**config.mk**
```make
export PLATFORM = sky130hd
export DESIGN_NAME = flash_block_writeback_cache
export DESIGN_NICKNAME = d
export VERILOG_FILES = /design/src/fbwc_pkg.sv /design/src/flash_block_writeback_cache.sv
export SDC_FILE = /design/constraint.sdc
export NUM_CORES = 1
export LEC_CHECK = 0
export BUFFER_PORTS_ARGS = -buffer_cell sky130_fd_sc_hd__buf_2
export CORE_ASPECT_RATIO = 1.25
export CORE_UTILIZATION = 60
export CTS_CLUSTER_SIZE = 24
export DETAILED_ROUTE_END_ITERATION = 12
export GPL_TIMING_DRIVEN = 1
export PLACE_DENSITY = 0.81
export REMOVE_ABC_BUFFERS = 1
export SYNTH_ARGS = -nofsm -noshare
export SYNTH_HDL_FRONTEND = slang
export SYNTH_SLANG_ARGS = --single-unit
export TNS_END_PERCENT = 20
```
**constraint.sdc**
```tcl
create_clock -name clk -period 6.8 [get_ports clk]
set_clock_uncertainty 0.15 [all_clocks]
set_input_delay 1.02 -clock clk [delete_from_list [all_inputs] [get_ports clk]]
set_output_delay 1.02 -clock clk [all_outputs]
set_load 0.01 [all_outputs]
```
**src/fbwc_pkg.sv**
```systemverilog
// ----------------------------------------------------------------------------
// fbwc_pkg
// Shared constants and command codes for the flash block write-back cache.
// ----------------------------------------------------------------------------
package fbwc_pkg;

  localparam int BLOCK_BYTES  = 4096;
  localparam int SECTOR_BYTES = 512;
  localparam int MAX_SECTORS  = 64;
  localparam int MAX_RESULTS  = 40;

  localparam int BLOCK_SHIFT  = $clog2(BLOCK_BYTES);
  localparam int SECTOR_SHIFT = $clog2(SECTOR_BYTES);
  localparam int LEN_W        = 16;
  localparam int CHUNK_W      = 13;
  localparam int NOUT_W       = 6;

  localparam logic [31:0] VOLUME_BASE_RESET = 32'h0180_0000;

  typedef logic [2:0] action_t;

  localparam action_t ACT_F2H        = 3'd0;
  localparam action_t ACT_C2H        = 3'd1;
  localparam action_t ACT_ERASE      = 3'd2;
  localparam action_t ACT_PROG_CACHE = 3'd3;
  localparam action_t ACT_PROG_HOST  = 3'd4;
  localparam action_t ACT_LOAD       = 3'd5;
  localparam action_t ACT_H2C        = 3'd6;
  localparam action_t ACT_DONE       = 3'd7;

  localparam logic [2:0] MODE_READ  = 3'd0;
  localparam logic [2:0] MODE_WRITE = 3'd1;
  localparam logic [2:0] MODE_SYNC  = 3'd2;
  localparam logic [2:0] MODE_MOUNT = 3'd3;
  localparam logic [2:0] MODE_TRIM  = 3'd4;

endpackage

```
**src/flash_block_writeback_cache.sv**
```systemverilog
// Sequence: an accepted request that walks a chunk is registered in S_CHUNK before
// its first command (one with no chunk goes straight to its flush or done item); then
// one command per cycle unless output stalls; each block chunk revisits S_CHUNK.
// Flow: one request at a time, paced by the single chunk sequencer; in_ready
// stays low until the done item is issued.
// Reset: synchronous; cache invalid and clean, block tag all ones, base 0x01800000.
// ----------------------------------------------------------------------------
// flash_block_writeback_cache
// Splits sector requests into erase-block chunks and issues flash and cache
// transfer commands for a one-entry write-back block cache (sync flushes a dirty block), then a done item.
// ----------------------------------------------------------------------------
module flash_block_writeback_cache (
  input  logic        clk,
  input  logic        rst,
  input  logic        cfg_valid,
  output logic        cfg_ready,
  input  logic [31:0] volume_base,
  input  logic        in_valid,
  output logic        in_ready,
  input  logic [2:0]  mode,
  input  logic [7:0]  drive,
  input  logic [13:0] sector,
  input  logic [6:0]  count,
  output logic        out_valid,
  input  logic        out_ready,
  output logic [2:0]  action,
  output logic [31:0] flash_addr,
  output logic [14:0] host_offset,
  output logic [11:0] cache_offset,
  output logic [12:0] length,
  output logic        status,
  output logic        last
);

  localparam int BS  = fbwc_pkg::BLOCK_SHIFT;
  localparam int LW  = fbwc_pkg::LEN_W;
  localparam int CW  = fbwc_pkg::CHUNK_W;
  localparam int NW  = fbwc_pkg::NOUT_W;

  localparam logic [3:0] S_IDLE  = 4'd0;
  localparam logic [3:0] S_CHUNK = 4'd1;
  localparam logic [3:0] S_FE    = 4'd2;
  localparam logic [3:0] S_FP    = 4'd3;
  localparam logic [3:0] S_ER    = 4'd4;
  localparam logic [3:0] S_PH    = 4'd5;
  localparam logic [3:0] S_LD    = 4'd6;
  localparam logic [3:0] S_H2C   = 4'd7;
  localparam logic [3:0] S_RD    = 4'd8;
  localparam logic [3:0] S_DONE  = 4'd9;

  localparam logic [CW-1:0] BLK_LEN = CW'(fbwc_pkg::BLOCK_BYTES);

  logic [3:0]    state;
  logic [3:0]    after_flush;
  logic [31:0]   vbase;
  logic [31:0]   cached_blk;
  logic          cache_valid;
  logic          cache_dirty;
  logic [31:0]   base_r;
  logic [LW-1:0] len_r;
  logic [LW-1:0] off_r;
  logic          wr_r;
  logic          req_status;
  logic [31:0]   a_r;
  logic [BS-1:0] boff_r;
  logic [CW-1:0] chunk_r;
  logic          hit_r;
  logic [NW-1:0] n_out;

  logic [31:0]   a_c;
  logic [BS-1:0] boff_c;
  logic [31:0]   blk_c;
  logic [CW-1:0] room_c;
  logic [CW-1:0] chunk_c;
  logic          hit_c;
  logic          full_c;
  logic          flush_c;
  logic [31:0]   blk_r;

  logic          emit;
  logic          go;
  logic          keep;
  logic          cmd_last;
  fbwc_pkg::action_t cmd_act;
  logic [31:0]   cmd_addr;
  logic [14:0]   cmd_host;
  logic [11:0]   cmd_cache;
  logic [12:0]   cmd_len;
  logic [3:0]    adv_state;

  assign in_ready  = (state == S_IDLE);
  assign cfg_ready = (state == S_IDLE);

  assign a_c     = base_r + {{(32-LW){1'b0}}, off_r};
  assign boff_c  = a_c[BS-1:0];
  assign blk_c   = {a_c[31:BS], {BS{1'b0}}};
  assign room_c  = BLK_LEN - {{(CW-BS){1'b0}}, boff_c};
  assign chunk_c = (len_r < {{(LW-CW){1'b0}}, room_c}) ? len_r[CW-1:0] : room_c;
  assign hit_c   = cache_valid && (cached_blk == blk_c);
  assign full_c  = (boff_c == '0) && (chunk_c == BLK_LEN);
  assign flush_c = cache_valid && cache_dirty;
  assign blk_r   = {a_r[31:BS], {BS{1'b0}}};

  assign go        = emit && (!out_valid || out_ready);
  assign keep      = cmd_last || (n_out < NW'(fbwc_pkg::MAX_RESULTS - 1));
  assign adv_state = (len_r == {{(LW-CW){1'b0}}, chunk_r}) ? S_DONE : S_CHUNK;

  always_comb begin
    emit      = 1'b0;
    cmd_last  = 1'b0;
    cmd_act   = fbwc_pkg::ACT_DONE;
    cmd_addr  = '0;
    cmd_host  = '0;
    cmd_cache = '0;
    cmd_len   = '0;
    case (state)
      S_FE, S_FP: begin
        emit     = 1'b1;
        cmd_act  = (state == S_FE) ? fbwc_pkg::ACT_ERASE : fbwc_pkg::ACT_PROG_CACHE;
        cmd_addr = cached_blk;
        cmd_len  = BLK_LEN;
      end
      S_ER, S_LD: begin
        emit     = 1'b1;
        cmd_act  = (state == S_ER) ? fbwc_pkg::ACT_ERASE : fbwc_pkg::ACT_LOAD;
        cmd_addr = blk_r;
        cmd_len  = BLK_LEN;
      end
      S_PH: begin
        emit     = 1'b1;
        cmd_act  = fbwc_pkg::ACT_PROG_HOST;
        cmd_addr = blk_r;
        cmd_host = off_r[14:0];
        cmd_len  = chunk_r;
      end
      S_H2C: begin
        emit      = 1'b1;
        cmd_act   = fbwc_pkg::ACT_H2C;
        cmd_addr  = a_r;
        cmd_host  = off_r[14:0];
        cmd_cache = boff_r;
        cmd_len   = chunk_r;
      end
      S_RD: begin
        emit      = 1'b1;
        cmd_act   = hit_r ? fbwc_pkg::ACT_C2H : fbwc_pkg::ACT_F2H;
        cmd_addr  = a_r;
        cmd_host  = off_r[14:0];
        cmd_cache = hit_r ? boff_r : '0;
        cmd_len   = chunk_r;
      end
      S_DONE: begin
        emit     = 1'b1;
        cmd_last = 1'b1;
      end
      default: begin
        emit = 1'b0;
      end
    endcase
  end

  always_ff @(posedge clk) begin
    if (rst) begin
      state       <= S_IDLE;
      after_flush <= S_DONE;
      vbase       <= fbwc_pkg::VOLUME_BASE_RESET;
      cached_blk  <= '1;
      cache_valid <= 1'b0;
      cache_dirty <= 1'b0;
      out_valid   <= 1'b0;
      n_out       <= '0;
    end else begin
      if (cfg_valid && cfg_ready) begin
        vbase <= volume_base;
      end
      if (out_valid && out_ready) begin
        out_valid <= 1'b0;
      end
      if (go && keep) begin
        out_valid    <= 1'b1;
        action       <= cmd_act;
        flash_addr   <= cmd_addr;
        host_offset  <= cmd_host;
        cache_offset <= cmd_cache;
        length       <= cmd_len;
        status       <= cmd_last & req_status;
        last         <= cmd_last;
        n_out        <= n_out + 1'b1;
      end
      case (state)
        S_IDLE: begin
          if (in_valid) begin
            n_out      <= '0;
            req_status <= 1'b0;
            off_r      <= '0;
            base_r     <= vbase + {{(32-14-fbwc_pkg::SECTOR_SHIFT){1'b0}}, sector,
                                   {fbwc_pkg::SECTOR_SHIFT{1'b0}}};
            len_r      <= {count, {fbwc_pkg::SECTOR_SHIFT{1'b0}}};
            wr_r       <= (mode == fbwc_pkg::MODE_WRITE);
            after_flush <= S_DONE;
            state      <= S_DONE;
            if (drive != 8'd0) begin
              req_status <= 1'b1;
            end else begin
              case (mode)
                fbwc_pkg::MODE_READ, fbwc_pkg::MODE_WRITE: begin
                  if (count > 7'(fbwc_pkg::MAX_SECTORS)) begin
                    req_status <= 1'b1;
                  end else if (count != 7'd0) begin
                    state <= S_CHUNK;
                  end
                end
                fbwc_pkg::MODE_SYNC: begin
                  if (flush_c) begin
                    state <= S_FE;
                  end
                end
                fbwc_pkg::MODE_MOUNT: begin
                  cache_valid <= 1'b0;
                  cache_dirty <= 1'b0;
                end
                fbwc_pkg::MODE_TRIM: begin
                  req_status <= 1'b0;
                end
                default: begin
                  req_status <= 1'b1;
                end
              endcase
            end
          end
        end
        S_CHUNK: begin
          a_r         <= a_c;
          boff_r      <= boff_c;
          chunk_r     <= chunk_c;
          hit_r       <= hit_c;
          after_flush <= full_c ? S_ER : S_LD;
          if (!wr_r) begin
            state <= S_RD;
          end else if (hit_c) begin
            state <= S_H2C;
          end else if (flush_c) begin
            state <= S_FE;
          end else begin
            state <= full_c ? S_ER : S_LD;
          end
        end
        S_FE: begin
          if (go) begin
            state <= S_FP;
          end
        end
        S_FP: begin
          if (go) begin
            cache_dirty <= 1'b0;
            state       <= after_flush;
          end
        end
        S_ER: begin
          if (go) begin
            state <= S_PH;
          end
        end
        S_LD: begin
          if (go) begin
            cached_blk  <= blk_r;
            cache_valid <= 1'b1;
            cache_dirty <= 1'b0;
            state       <= S_H2C;
          end
        end
        S_PH, S_RD, S_H2C: begin
          if (go) begin
            if (state == S_H2C) begin
              cache_dirty <= 1'b1;
            end
            off_r <= off_r + {{(LW-CW){1'b0}}, chunk_r};
            len_r <= len_r - {{(LW-CW){1'b0}}, chunk_r};
            state <= adv_state;
          end
        end
        S_DONE: begin
          if (go) begin
            state <= S_IDLE;
          end
        end
        default: begin
          state <= S_IDLE;
        end
      endcase
    end
  end

endmodule
```
# --- Yosys cells after proc, flatten, opt, wreduce, memory -nomap -nowiden ---
# Cells that the tools add are included.
# W data, S select, Z words.
totals:
  out_inout_bits: 80
  word_cells: 154
  inputBits: 69
  regBits: 282
op_classes:
  reduce_logical: 39
  order_cmp: 3
  n_bitwise: 2
  n_mux: 53
  n_eq_ne: 27
  n_addsub: 6
ops:
  columns: ["cell", "n"]
  rows:
  - ["$pmux W32 S3", 1]
  - ["$mux W16", 4]
  - ["$pmux W16 S2", 2]
  - ["$mux W4", 14]
  - ["$add A32 B16 Y32", 1]
  - ["$add A32 B23 Y32", 1]
  - ["$eq A32 B32 Y1", 1]
  - ["$pmux W4 S8", 1]
  - ["$pmux W13 S2", 1]
  - ["$pmux W12 S2", 1]
  - ["$mux W6", 3]
  - ["$add A16 B13 Y16", 1]
  - ["$eq A16 B13 Y1", 1]
  - ["$eq A4 B3 Y1 const B", 4]
  - ["$lt A16 B13 Y1", 1]
  - ["$pmux W4 S2", 2]
  - ["$sub A16 B13 Y16", 1]
  - ["$pmux W3 S5", 1]
  - ["$mux W1", 14]
  - ["$reduce_and A7 Y1", 2]
  - ["$eq A13 B13 Y1 const B", 1]
  - ["$mux W13", 1]
  - ["$sub A13 B12 Y13 const A", 1]
  - ["$logic_not A12 Y1", 1]
  - ["other kinds (35)", 69]

# --- Logic depth before layout (Yosys ltp) ---
# Gate-level depths: netlist of run 1.
logic_depth:
  depth_word: 11
  mapped_depth: 22
  mapped_depth_nobuf: 22

# --- Least setup slack after synthesis of run 1 ---
# Ideal clock, no wire load.
synth_timing:
  path_type: "input port to flip-flop"
  start: "input rst"
  end: "register action[0], enable pin"
  cell_stages: 3
  n_path_buf: 2
  path_slack_ns: 1.493
  t_arrival_ns: 4.644
  setup_time_ns: 0.513
  required_ns: 6.137
  cell_sequence: "clkbuf_1 -> clkbuf_1 -> nor2_1"
synth_via:
  elab_chain_cells: 2
synth_rtl:
  columns: ["element", "line_no", "text"]
  rows:
  - ["start, declared", "flash_block_writeback_cache.sv:14", "input logic rst,"]
  - ["$not A1 Y1 (no source line)", null, null]
  - ["$reduce_and A2 Y1 (no source line)", null, null]
  - ["end signal, assigned", "flash_block_writeback_cache.sv:181", "action <= cmd_act;"]
  - ["end, declared", "flash_block_writeback_cache.sv:26", "output logic [2:0] action,"]
# Every way passes these cells.
# A chain may end at the register's enable or synchronous reset.

# --- Final worst setup path of run 1 ---
layout_timing:
  start: "register off_r[0]"
  end: "register state[1]"
layout_via:
  elab_chain_cells: 11
  word_cells_on_any_way: 14
  classes_between: "2 x add/sub; 1 x order compare; 2 x eq/ne; 6 x mux; 3 x reduce/logical"
layout_rtl:
  columns: ["element", "line_no", "text"]
  rows:
  - ["start, declared", "flash_block_writeback_cache.sv:61", "logic [LW-1:0] off_r;"]
  - ["start signal, assigned", "flash_block_writeback_cache.sv:277", "off_r <= off_r + {{(LW-CW){1'b0}}, chunk_r};"]
  - ["$add A32 B16 Y32 (*)", "flash_block_writeback_cache.sv:94", "assign a_c = base_r + {{(32-LW){1'b0}}, off_r};"]
  - ["named net a_c[6]", "flash_block_writeback_cache.sv:70", "logic [31:0] a_c;"]
  - ["$sub A13 B12 Y13", "flash_block_writeback_cache.sv:97", "assign room_c = BLK_LEN - {{(CW-BS){1'b0}}, boff_c};"]
  - ["$lt A16 B13 Y1", "flash_block_writeback_cache.sv:98", "assign chunk_c = (len_r < {{(LW-CW){1'b0}}, room_c}) ? len_r[CW-1:0] : room_c;"]
  - ["$mux W13", "flash_block_writeback_cache.sv:98", null]
  - ["$eq A13 B13 Y1", "flash_block_writeback_cache.sv:100", "assign full_c = (boff_c == '0) && (chunk_c == BLK_LEN);"]
  - ["$logic_and A1 B1 Y1 (*)", "flash_block_writeback_cache.sv:100", null]
  - ["$mux W2 (*)", "flash_block_writeback_cache.sv:245", "state <= full_c ? S_ER : S_LD;"]
  - ["$mux W3 (*)", "flash_block_writeback_cache.sv:242", "end else if (flush_c) begin"]
  - ["$mux W3 (*)", "flash_block_writeback_cache.sv:240", "end else if (hit_c) begin"]
  - ["$mux W4 (*)", "flash_block_writeback_cache.sv:238", "if (!wr_r) begin"]
  - ["$pmux W4 S8 (*)", "flash_block_writeback_cache.sv:190", "case (state)"]
  - ["end signal, assigned", "flash_block_writeback_cache.sv:245", null]
  - ["end signal, assigned", "flash_block_writeback_cache.sv:256", "state <= after_flush;"]
  - ["end signal, assigned", "flash_block_writeback_cache.sv:279", "state <= adv_state;"]
  - ["end, declared", "flash_block_writeback_cache.sv:53", "logic [3:0] state;"]
# Mark *: on every way through the listed nets, which the timed path passes. The rest lies on a longest branch.

==> flow_summary.html, run 1 <==
<table>
<tr><th>Metric</th><th>Value</th></tr>
<tr><th colspan="2">Status</th></tr>
<tr><td>Outcome</td><td>complete, no violations</td></tr>
<tr><th colspan="2">Worst setup path</th></tr>
<tr><td>R2R Setup Slk</td><td>1.16 ns</td></tr>
<tr><td>Type of origin of the critical path</td><td>register</td></tr>
<tr><td>Start point of the critical path</td><td>off_r[0]$_SDFFCE_PP0P_</td></tr>
<tr><td>Buffers plus inverters on the worst setup path</td><td>1</td></tr>
<tr><td>Endpoint of the worst setup timing path</td><td>state[1]$_SDFFE_PP0P_</td></tr>
<tr><td>Worst path depth</td><td>20</td></tr>
<tr><td>Type of the setup path with the least slack</td><td>register to register</td></tr>
<tr><td>Reg2Reg Capture Point</td><td>state[1]$_SDFFE_PP0P_</td></tr>
<tr><td>Critical path fanouts, max</td><td>14</td></tr>
<tr><td>Critical Path End Type</td><td>register</td></tr>
<tr><td>Critical path cell sequence</td><td>ha_1 -&gt; fa_1 -&gt; a21oi_1 -&gt; o2111ai_1 -&gt; xnor2_1 -&gt; or2_2 -&gt; or4_1 -&gt; o31a_1 -&gt; nor2_1 -&gt; inv_1 -&gt; ha_1 -&gt; a21oi_1 -&gt; o211ai_1 -&gt; a211oi_1 -&gt; o31a_1 -&gt; nand4_1 -&gt; a221oi_1 -&gt; o2111ai_1 -&gt; nand3_1 -&gt; nand2_1</td></tr>
<tr><td>Length in cells of the worst reg-to-reg path</td><td>20</td></tr>
<tr><td>Slowest stage cell on the critical path</td><td>sky130_fd_sc_hd__o31a_1</td></tr>
<tr><td>Worst path top cell family by delay</td><td>compound AO/OA/AOI/OAI gates</td></tr>
<tr><td>Reg-to-reg startpoint</td><td>off_r[0]$_SDFFCE_PP0P_</td></tr>
<tr><td>Required time reported for the critical path endpoint</td><td>7.08 ns</td></tr>
<tr><td>Crit-path max cell delay</td><td>0.48 ns</td></tr>
<tr><td>Worst Path Arrival</td><td>5.91 ns</td></tr>
<tr><th colspan="2">Routing</th></tr>
<tr><td>DRT Pass-1 Iters</td><td>5</td></tr>
<tr><td>Average wire length per cell after detail routing</td><td>18.1 um</td></tr>
<tr><td>Vias</td><td>11,929</td></tr>
<tr><td>Number of routed nets with antenna violations</td><td>0</td></tr>
<tr><td>Starting DRT DRC Count</td><td>903</td></tr>
<tr><td>Drt drc</td><td>0</td></tr>
<tr><td>Via density per instance</td><td>6.06</td></tr>
<tr><td>Overall routed net length</td><td>35.7 mm</td></tr>
<tr><th colspan="2">Placed design</th></tr>
<tr><td>Placer's final routability congestion estimate</td><td>0.942</td></tr>
<tr><td>Total of buffers placed on input and output ports</td><td>148</td></tr>
<tr><td>Cell Area, Placed</td><td>15,700 um2</td></tr>
<tr><td>Placed Cells</td><td>1,920</td></tr>
<tr><td>Placement-stage worst setup slack</td><td>1.26 ns</td></tr>
<tr><td>Post-detail-place hpwl</td><td>25.8 mm</td></tr>
<tr><th colspan="2">Synthesis</th></tr>
<tr><td>Top post-synthesis cells by area</td><td>sky130_fd_sc_hd__edfxtp_1, sky130_fd_sc_hd__dfxtp_1, sky130_fd_sc_hd__ha_1, sky130_fd_sc_hd__nand2_1, sky130_fd_sc_hd__a21oi_1</td></tr>
<tr><td>Share of the yosys chip area belonging to registers</td><td>0.476</td></tr>
<tr><td>Cells after Synth</td><td>1,507</td></tr>
<tr><td>Post-synthesis cell type with the largest combined area</td><td>sky130_fd_sc_hd__edfxtp_1</td></tr>
<tr><td>Most frequently used flop master after synthesis</td><td>sky130_fd_sc_hd__edfxtp_1</td></tr>
<tr><td>Share of Yosys cell area claimed by the top area cell type</td><td>0.383</td></tr>
<tr><td>Number of storage elements in the synthesis netlist</td><td>258</td></tr>
<tr><td>Yosys warns</td><td>0</td></tr>
<tr><td>Synth Cell Area</td><td>14,800 um2</td></tr>
<tr><td>Number of synthesized flops with an enable pin</td><td>189</td></tr>
<tr><td>Post-Syn Area per Cell</td><td>9.83 um2</td></tr>
<tr><td>Fraction of registers with async set or reset after synthesis</td><td>0</td></tr>
<tr><td>Most frequent cell after synthesis</td><td>sky130_fd_sc_hd__nand2_1</td></tr>
<tr><td>Most used standard cells in the synthesized netlist</td><td>sky130_fd_sc_hd__nand2_1, sky130_fd_sc_hd__edfxtp_1, sky130_fd_sc_hd__nor2_1</td></tr>
<tr><td>Synth cell types</td><td>90</td></tr>
<tr><th colspan="2">Clocking</th></tr>
<tr><td>Clock transition at the register clock pins on the worst setup and hold paths after CTS</td><td>0.07 ns</td></tr>
<tr><td>H-tree levels</td><td>1</td></tr>
<tr><td>Number of clock sinks</td><td>258</td></tr>
<tr><td>Number of buffers inserted during clock tree synthesis</td><td>26</td></tr>
<tr><td>Cts hold-fix bufs</td><td>0</td></tr>
<tr><td>Worst skew pair latency</td><td>0.55 ns</td></tr>
<tr><td>Cell chosen for the clock root</td><td>sky130_fd_sc_hd__clkbuf_16</td></tr>
<tr><td>CTS tree</td><td>built</td></tr>
<tr><td>Setup Buffers After CTS</td><td>0</td></tr>
<tr><td>Worst-case clock buffer depth</td><td>3</td></tr>
<tr><td>Post-CTS sizing</td><td>0</td></tr>
<tr><th colspan="2">STA</th></tr>
<tr><td>Final critical delay including setup and external delays</td><td>5.64 ns</td></tr>
<tr><td>Slew at the pin with the worst max-slew slack</td><td>1.22 ns</td></tr>
<tr><td>Number of failing setup endpoints in the final timing report</td><td>0</td></tr>
<tr><td>Final hold violation count</td><td>0</td></tr>
<tr><td>Achievable clock frequency</td><td>0.177 GHz</td></tr>
<tr><td>Final setup margin</td><td>1.16 ns</td></tr>
<tr><td>Total Neg Setup Slack</td><td>0 ns</td></tr>
<tr><td>Post-route clock period utilization</td><td>0.829</td></tr>
<tr><td>Final Max Tran Viols</td><td>0</td></tr>
<tr><td>Unrepaired setup endpoints after global routing</td><td>false</td></tr>
<tr><td>Tightest slew margin relative to the limit</td><td>0.178</td></tr>
<tr><th colspan="2">Floorplanning</th></tr>
<tr><td>Width of the chip</td><td>143 um</td></tr>
<tr><td>Effective utilization at floorplan</td><td>0.618</td></tr>
<tr><td>Num ports</td><td>149</td></tr>
<tr><td>Die outline height</td><td>178 um</td></tr>
<tr><td>Floorplan core area</td><td>24,000 um2</td></tr>
<tr><td>Row cnt</td><td>63</td></tr>
<tr><td>Floorplan die area</td><td>25,300 um2</td></tr>
<tr><th colspan="2">Global route</th></tr>
<tr><td>Number of global-route vias before repair</td><td>11,203</td></tr>
<tr><td>Total global routing track utilization</td><td>0.286</td></tr>
<tr><td>Antenna violations before repair</td><td>0</td></tr>
<tr><td>Global-route wire length before repair</td><td>57.0 mm</td></tr>
<tr><td>Remaining Overflow, GRT</td><td>0</td></tr>
<tr><td>Largest net degree at the start of global routing</td><td>77</td></tr>
<tr><th colspan="2">Final layout</th></tr>
<tr><td>Antenna Cells</td><td>0</td></tr>
<tr><td>Final Non-Filler Cells</td><td>1,968</td></tr>
<tr><td>Area added between synthesis and finish</td><td>11.9%</td></tr>
<tr><td>Fill cell total of the finished layout</td><td>1,888</td></tr>
<tr><td>Net count of the finished layout</td><td>1,766</td></tr>
<tr><td>Post-route cell area</td><td>16,600 um2</td></tr>
<tr><td>Ratio of cells with drive above 1 in the final layout</td><td>0.144</td></tr>
<tr><th colspan="2">Power</th></tr>
<tr><td>Total power per unit cell area</td><td>399 nW/um2</td></tr>
<tr><td>Switching share of total power</td><td>0.382</td></tr>
<tr><td>Cell internal pwr</td><td>4.09 mW</td></tr>
<tr><td>Static leakage</td><td>6.65 nW</td></tr>
<tr><td>Part of the power in combinational logic</td><td>0.402</td></tr>
<tr><td>Share of power burned in the clock network</td><td>0.223</td></tr>
<tr><td>Share of total power in sequential cells</td><td>0.374</td></tr>
<tr><td>Switching power</td><td>2.53 mW</td></tr>
<tr><td>Overall power after layout</td><td>6.62 mW</td></tr>
<tr><td>Peak supply drop</td><td>0.235 mV</td></tr>
<tr><th colspan="2">Run</th></tr>
<tr><td>Max-cap violation count</td><td>0</td></tr>
<tr><th colspan="2">Hold path</th></tr>
<tr><td>Type of the most critical hold path</td><td>register to register</td></tr>
</table>
[final cells by class]
type | count | area [um2] | share of cell area
Clock buffer | 39 | 782 | 0.0472
Sequential cell | 258 | 7060 | 0.426
Tap cell | 325 | 407 | 0.0245
Timing Repair Buffer | 156 | 801 | 0.0483
Inverter | 64 | 240 | 0.0145
Clock inverter | 9 | 105 | 0.00634
Multi-Input combinational cell | 1117 | 7190 | 0.433
[cell families (layout without fill, tap and decap cells)]
group / after synthesis / in the layout / synth area share
AO/OA/AOI/OAI: 337 / 337 / 0.154
XOR/XNOR: 89 / 89 / 0.0584
adder cells (fa/ha/maj): 74 / 74 / 0.0645
buffers and inverters: 132 / 268 / 0.0414
flip-flops: 258 / 258 / 0.476
multiplexers: 11 / 11 / 0.00777
AND/OR/NAND/NOR: 606 / 606 / 0.198
[worst register-to-register path: stages (launching register included)]
cell and delay [ns]:
sky130_fd_sc_hd__edfxtp_1 0.43, sky130_fd_sc_hd__ha_1 0.25, sky130_fd_sc_hd__fa_1 0.43, sky130_fd_sc_hd__a21oi_1 0.22, sky130_fd_sc_hd__o2111ai_1 0.20, sky130_fd_sc_hd__xnor2_1 0.21
sky130_fd_sc_hd__or2_2 0.35, sky130_fd_sc_hd__or4_1 0.45, sky130_fd_sc_hd__o31a_1 0.28, sky130_fd_sc_hd__nor2_1 0.14, sky130_fd_sc_hd__inv_1 0.06, sky130_fd_sc_hd__ha_1 0.31
sky130_fd_sc_hd__a21oi_1 0.18, sky130_fd_sc_hd__o211ai_1 0.13, sky130_fd_sc_hd__a211oi_1 0.27, sky130_fd_sc_hd__o31a_1 0.48, sky130_fd_sc_hd__nand4_1 0.16, sky130_fd_sc_hd__a221oi_1 0.48
sky130_fd_sc_hd__o2111ai_1 0.19, sky130_fd_sc_hd__nand3_1 0.11, sky130_fd_sc_hd__nand2_1 0.05
[registers in the layout (all words and copies together) (netlist names), 3 cells and up]
| signal | flops |
|---|---|
| a_r | 32 |
| base_r | 32 |
| flash_addr | 32 |
| vbase | 32 |
| cached_blk | 21 |
| len_r | 16 |
| off_r | 16 |
| host_offset | 15 |
| chunk_r | 13 |
| length | 13 |
| cache_offset | 12 |
| n_out | 6 |
| state | 4 |
| action | 3 |
| after_flush | 3 |
[through the flow]
| step | util | hold slack [ns] |
|---|---|---|
| floorplan | - | 0.258 |
| global placement | 0.655 | 0.267 |
| detailed placement | 0.655 | 0.266 |
| CTS | 0.692 | 0.282 |
| global route | 0.692 | 0.284 |
| finish | 0.692 | 0.281 |
[power groups by stage]
| stage | Clock (mW) | Combinational [mW] | Sequential (mW) |
|---|---|---|---|
| 3_5_place_dp | 0 | 2.61 | 2.50 |
| 4_1_cts | 1.49 | 2.64 | 2.47 |
| 3_3_place_gp | 0 | 2.55 | 2.49 |
| 6_report | 1.48 | 2.66 | 2.48 |
| 2_1_floorplan | 0 | 1.83 | 2.50 |
| 5_1_grt | 1.56 | 2.95 | 2.51 |
[worst min-delay path by stage]
| stage | slack [ns] | from | cells past startpoint | endpoint |
|---|---|---|---|---|
| after floorplan | 0.26 | vbase[0]$_SDFFE_PP0P_ | 0 | base_r[0]$_DFFE_PP_ |
| after global placement | 0.27 | vbase[4]$_SDFFE_PP0P_ | 0 | base_r[4]$_DFFE_PP_ |
| after detailed placement | 0.27 | vbase[7]$_SDFFE_PP0P_ | 0 | base_r[7]$_DFFE_PP_ |
| after CTS | 0.28 | vbase[7]$_SDFFE_PP0P_ | 0 | base_r[7]$_DFFE_PP_ |
| after global routing | 0.28 | vbase[7]$_SDFFE_PP0P_ | 0 | base_r[7]$_DFFE_PP_ |
| final | 0.28 | vbase[7]$_SDFFE_PP0P_ | 0 | base_r[7]$_DFFE_PP_ |
[layout by cell type (no fill, tap or decap), types with 45 or more instances in the layout]
cell,instances
sky130_fd_sc_hd__a21oi_1,110
sky130_fd_sc_hd__buf_2,148
sky130_fd_sc_hd__dfxtp_1,69
sky130_fd_sc_hd__edfxtp_1,189
sky130_fd_sc_hd__ha_1,70
sky130_fd_sc_hd__inv_1,64
sky130_fd_sc_hd__nand2_1,218
sky130_fd_sc_hd__nand3_1,45
sky130_fd_sc_hd__nor2_1,120
sky130_fd_sc_hd__o21ai_0,51
sky130_fd_sc_hd__xnor2_1,50
[per-layer routing]
layer | routed length (um) | GRT usage | vias to the layer above
li1 | - | - | 5738
met1 | 15700 | 0.393 | 5636
met2 | 16800 | 0.479 | 483
met3 | 2300 | 0.0305 | 72
met4 | 888 | 0.0842 | 0
met5 | 0 | 0 | -
No activity file was read; power rests on OpenSTA's default activity.
==> inputs of run 2 (changes only) <==
- clock period: 6.8 -> 5.4 ns (I/O delays scaled with it)
==> flow_summary.html, run 2 (synthesis gave the netlist of run 1 again) <==
<table>
<tr><th>Metric</th><th>Value</th></tr>
<tr><th colspan="2">Floorplanning</th></tr>
<tr><td>Die outline height</td><td>178 um</td></tr>
<tr><td>Row cnt</td><td>63</td></tr>
<tr><td>Floorplan die area</td><td>25,300 um2</td></tr>
<tr><td>Width of the chip</td><td>143 um</td></tr>
<tr><td>Effective utilization at floorplan</td><td>0.618</td></tr>
<tr><td>Num ports</td><td>149</td></tr>
<tr><td>Floorplan core area</td><td>24,000 um2</td></tr>
<tr><th colspan="2">Routing</th></tr>
<tr><td>Number of routed nets with antenna violations</td><td>0</td></tr>
<tr><td>DRT Pass-1 Iters</td><td>5</td></tr>
<tr><td>Starting DRT DRC Count</td><td>967</td></tr>
<tr><td>Drt drc</td><td>0</td></tr>
<tr><td>Overall routed net length</td><td>36.0 mm</td></tr>
<tr><td>Via density per instance</td><td>6.04</td></tr>
<tr><td>Average wire length per cell after detail routing</td><td>18.2 um</td></tr>
<tr><td>Vias</td><td>11,946</td></tr>
<tr><th colspan="2">STA</th></tr>
<tr><td>Total Neg Setup Slack</td><td>0 ns</td></tr>
<tr><td>Unrepaired setup endpoints after global routing</td><td>false</td></tr>
<tr><td>Number of failing setup endpoints in the final timing report</td><td>0</td></tr>
<tr><td>Final Max Tran Viols</td><td>0</td></tr>
<tr><td>Final hold violation count</td><td>0</td></tr>
<tr><td>Final setup margin</td><td>0.250 ns</td></tr>
<tr><td>Tightest slew margin relative to the limit</td><td>0.185</td></tr>
<tr><td>Post-route clock period utilization</td><td>0.954</td></tr>
<tr><td>Final critical delay including setup and external delays</td><td>5.15 ns</td></tr>
<tr><td>Achievable clock frequency</td><td>0.194 GHz</td></tr>
<tr><td>Slew at the pin with the worst max-slew slack</td><td>1.21 ns</td></tr>
<tr><th colspan="2">Worst setup path</th></tr>
<tr><td>Critical path cell sequence</td><td>ha_1 -&gt; fa_2 -&gt; a21oi_2 -&gt; o2111ai_2 -&gt; xnor2_2 -&gt; or2_2 -&gt; or4_1 -&gt; o31a_1 -&gt; nor2_1 -&gt; inv_1 -&gt; ha_1 -&gt; nand2_1 -&gt; o211ai_1 -&gt; a211oi_1 -&gt; o31ai_1 -&gt; and4_1 -&gt; o21ai_0 -&gt; a221oi_2 -&gt; o2111ai_1 -&gt; nand3_1 -&gt; nand2_1</td></tr>
<tr><td>Crit-path max cell delay</td><td>0.46 ns</td></tr>
<tr><td>Buffers plus inverters on the worst setup path</td><td>1</td></tr>
<tr><td>Type of origin of the critical path</td><td>register</td></tr>
<tr><td>Reg-to-reg startpoint</td><td>off_r[0]$_SDFFCE_PP0P_</td></tr>
<tr><td>Slowest stage cell on the critical path</td><td>sky130_fd_sc_hd__or4_1</td></tr>
<tr><td>Critical Path End Type</td><td>register</td></tr>
<tr><td>Start point of the critical path</td><td>off_r[0]$_SDFFCE_PP0P_</td></tr>
<tr><td>Required time reported for the critical path endpoint</td><td>5.68 ns</td></tr>
<tr><td>Worst path top cell family by delay</td><td>compound AO/OA/AOI/OAI gates</td></tr>
<tr><td>Critical path fanouts, max</td><td>4</td></tr>
<tr><td>Worst Path Arrival</td><td>5.43 ns</td></tr>
<tr><td>Type of the setup path with the least slack</td><td>register to register</td></tr>
<tr><th colspan="2">Global route</th></tr>
<tr><td>Number of global-route vias before repair</td><td>11,184</td></tr>
<tr><td>Total global routing track utilization</td><td>0.288</td></tr>
<tr><td>Remaining Overflow, GRT</td><td>0</td></tr>
<tr><td>Antenna violations before repair</td><td>0</td></tr>
<tr><td>Global-route wire length before repair</td><td>57.2 mm</td></tr>
<tr><td>Largest net degree at the start of global routing</td><td>56</td></tr>
<tr><th colspan="2">Final layout</th></tr>
<tr><td>Final Non-Filler Cells</td><td>1,977</td></tr>
<tr><td>Core Util, Final</td><td>0.695</td></tr>
<tr><td>Commonest non-fill, non-tap cell in the layout</td><td>sky130_fd_sc_hd__nand2_1</td></tr>
<tr><td>Most frequent cells in the layout</td><td>sky130_fd_sc_hd__nand2_1, sky130_fd_sc_hd__edfxtp_1, sky130_fd_sc_hd__buf_2</td></tr>
<tr><td>Ratio of cells with drive above 1 in the final layout</td><td>0.154</td></tr>
<tr><td>Antenna Cells</td><td>0</td></tr>
<tr><td>Area added between synthesis and finish</td><td>12.4%</td></tr>
<tr><td>Net count of the finished layout</td><td>1,775</td></tr>
<tr><th colspan="2">Placed design</th></tr>
<tr><td>Post-detail-place hpwl</td><td>26.4 mm</td></tr>
<tr><td>Placer's final routability congestion estimate</td><td>0.948</td></tr>
<tr><td>Total of buffers placed on input and output ports</td><td>148</td></tr>
<tr><td>Placed Cells</td><td>1,927</td></tr>
<tr><td>Placement-stage worst setup slack</td><td>0.0765 ns</td></tr>
<tr><th colspan="2">Status</th></tr>
<tr><td>Outcome</td><td>complete, no violations</td></tr>
<tr><th colspan="2">Clocking</th></tr>
<tr><td>Number of clock sinks</td><td>258</td></tr>
<tr><td>Cell chosen for the clock root</td><td>sky130_fd_sc_hd__clkbuf_16</td></tr>
<tr><td>CTS tree</td><td>built</td></tr>
<tr><td>Worst-case clock buffer depth</td><td>3</td></tr>
<tr><td>H-tree levels</td><td>1</td></tr>
<tr><td>Worst skew pair latency</td><td>0.55 ns</td></tr>
<tr><td>Clock transition at the register clock pins on the worst setup and hold paths after CTS</td><td>0.06 ns</td></tr>
<tr><td>Cts hold-fix bufs</td><td>0</td></tr>
<tr><td>Number of buffers inserted during clock tree synthesis</td><td>27</td></tr>
<tr><th colspan="2">Run</th></tr>
<tr><td>Max-cap violation count</td><td>0</td></tr>
<tr><th colspan="2">Power</th></tr>
<tr><td>Overall power after layout</td><td>8.34 mW</td></tr>
<tr><td>Total power per unit cell area</td><td>501 nW/um2</td></tr>
<tr><td>Static leakage</td><td>6.69 nW</td></tr>
<tr><td>Peak supply drop</td><td>0.310 mV</td></tr>
<tr><th colspan="2">Hold path</th></tr>
<tr><td>Hold Crit Start</td><td>vbase[4]$_SDFFE_PP0P_</td></tr>
<tr><td>Type of the most critical hold path</td><td>register to register</td></tr>
</table>
==> run 2: what timing repair did <==
action | CTS | global route
setup buffers | 0 | 1
resized for setup | 0 | 8
endpoints found under the setup margin | 0 | 2
==> run 2: final cells by class <==
cell class | count | area (um2)
well taps | 325 | 407
flip-flops and latches | 258 | 7060
fillers | 1883 | 7310
repair buffers | 164 | 861
multi-input cells | 1117 | 7220
inverters | 64 | 240
clock inverters | 16 | 129
clock buffers | 33 | 739
==> run 2: path summary, 6_finish.rpt <==
| check | depth (start not counted) | to | slack [ns] |
|---|---|---|---|
| max | 21 | state[1]$_SDFFE_PP0P_ | 0.25 |
| min | 0 | base_r[4]$_DFFE_PP_ | 0.28 |
| max reg2reg | 21 | state[1]$_SDFFE_PP0P_ | 0.25 |
| min reg2reg | 0 | base_r[4]$_DFFE_PP_ | 0.28 |
==> run 2: power by group <==
part	total, mW	leakage, nW	switching, mW	internal, mW
clock network	1.82	0.424	0.789	1.03
logic	3.40	3.94	2.11	1.30
registers	3.12	2.32	0.329	2.79
==> run 2: routing by layer <==
metal / global-route usage / part of all wire / up-vias
li1: - / - / 5765
met1: 0.395 / 0.45 / 5692
met2: 0.476 / 0.48 / 413
met3: 0.0362 / 0.057 / 76
met4: 0.0842 / 0.021 / 0
met5: 0 / 0 / -
==> run 2: metrics by stage <==
stage,area (um2),hold slack [ns]
5_1_grt,16700,0.296
6_report,16700,0.277
2_1_floorplan,14400,0.258
4_1_cts,16600,0.279
3_5_place_dp,15700,0.268
3_3_place_gp,15700,0.265
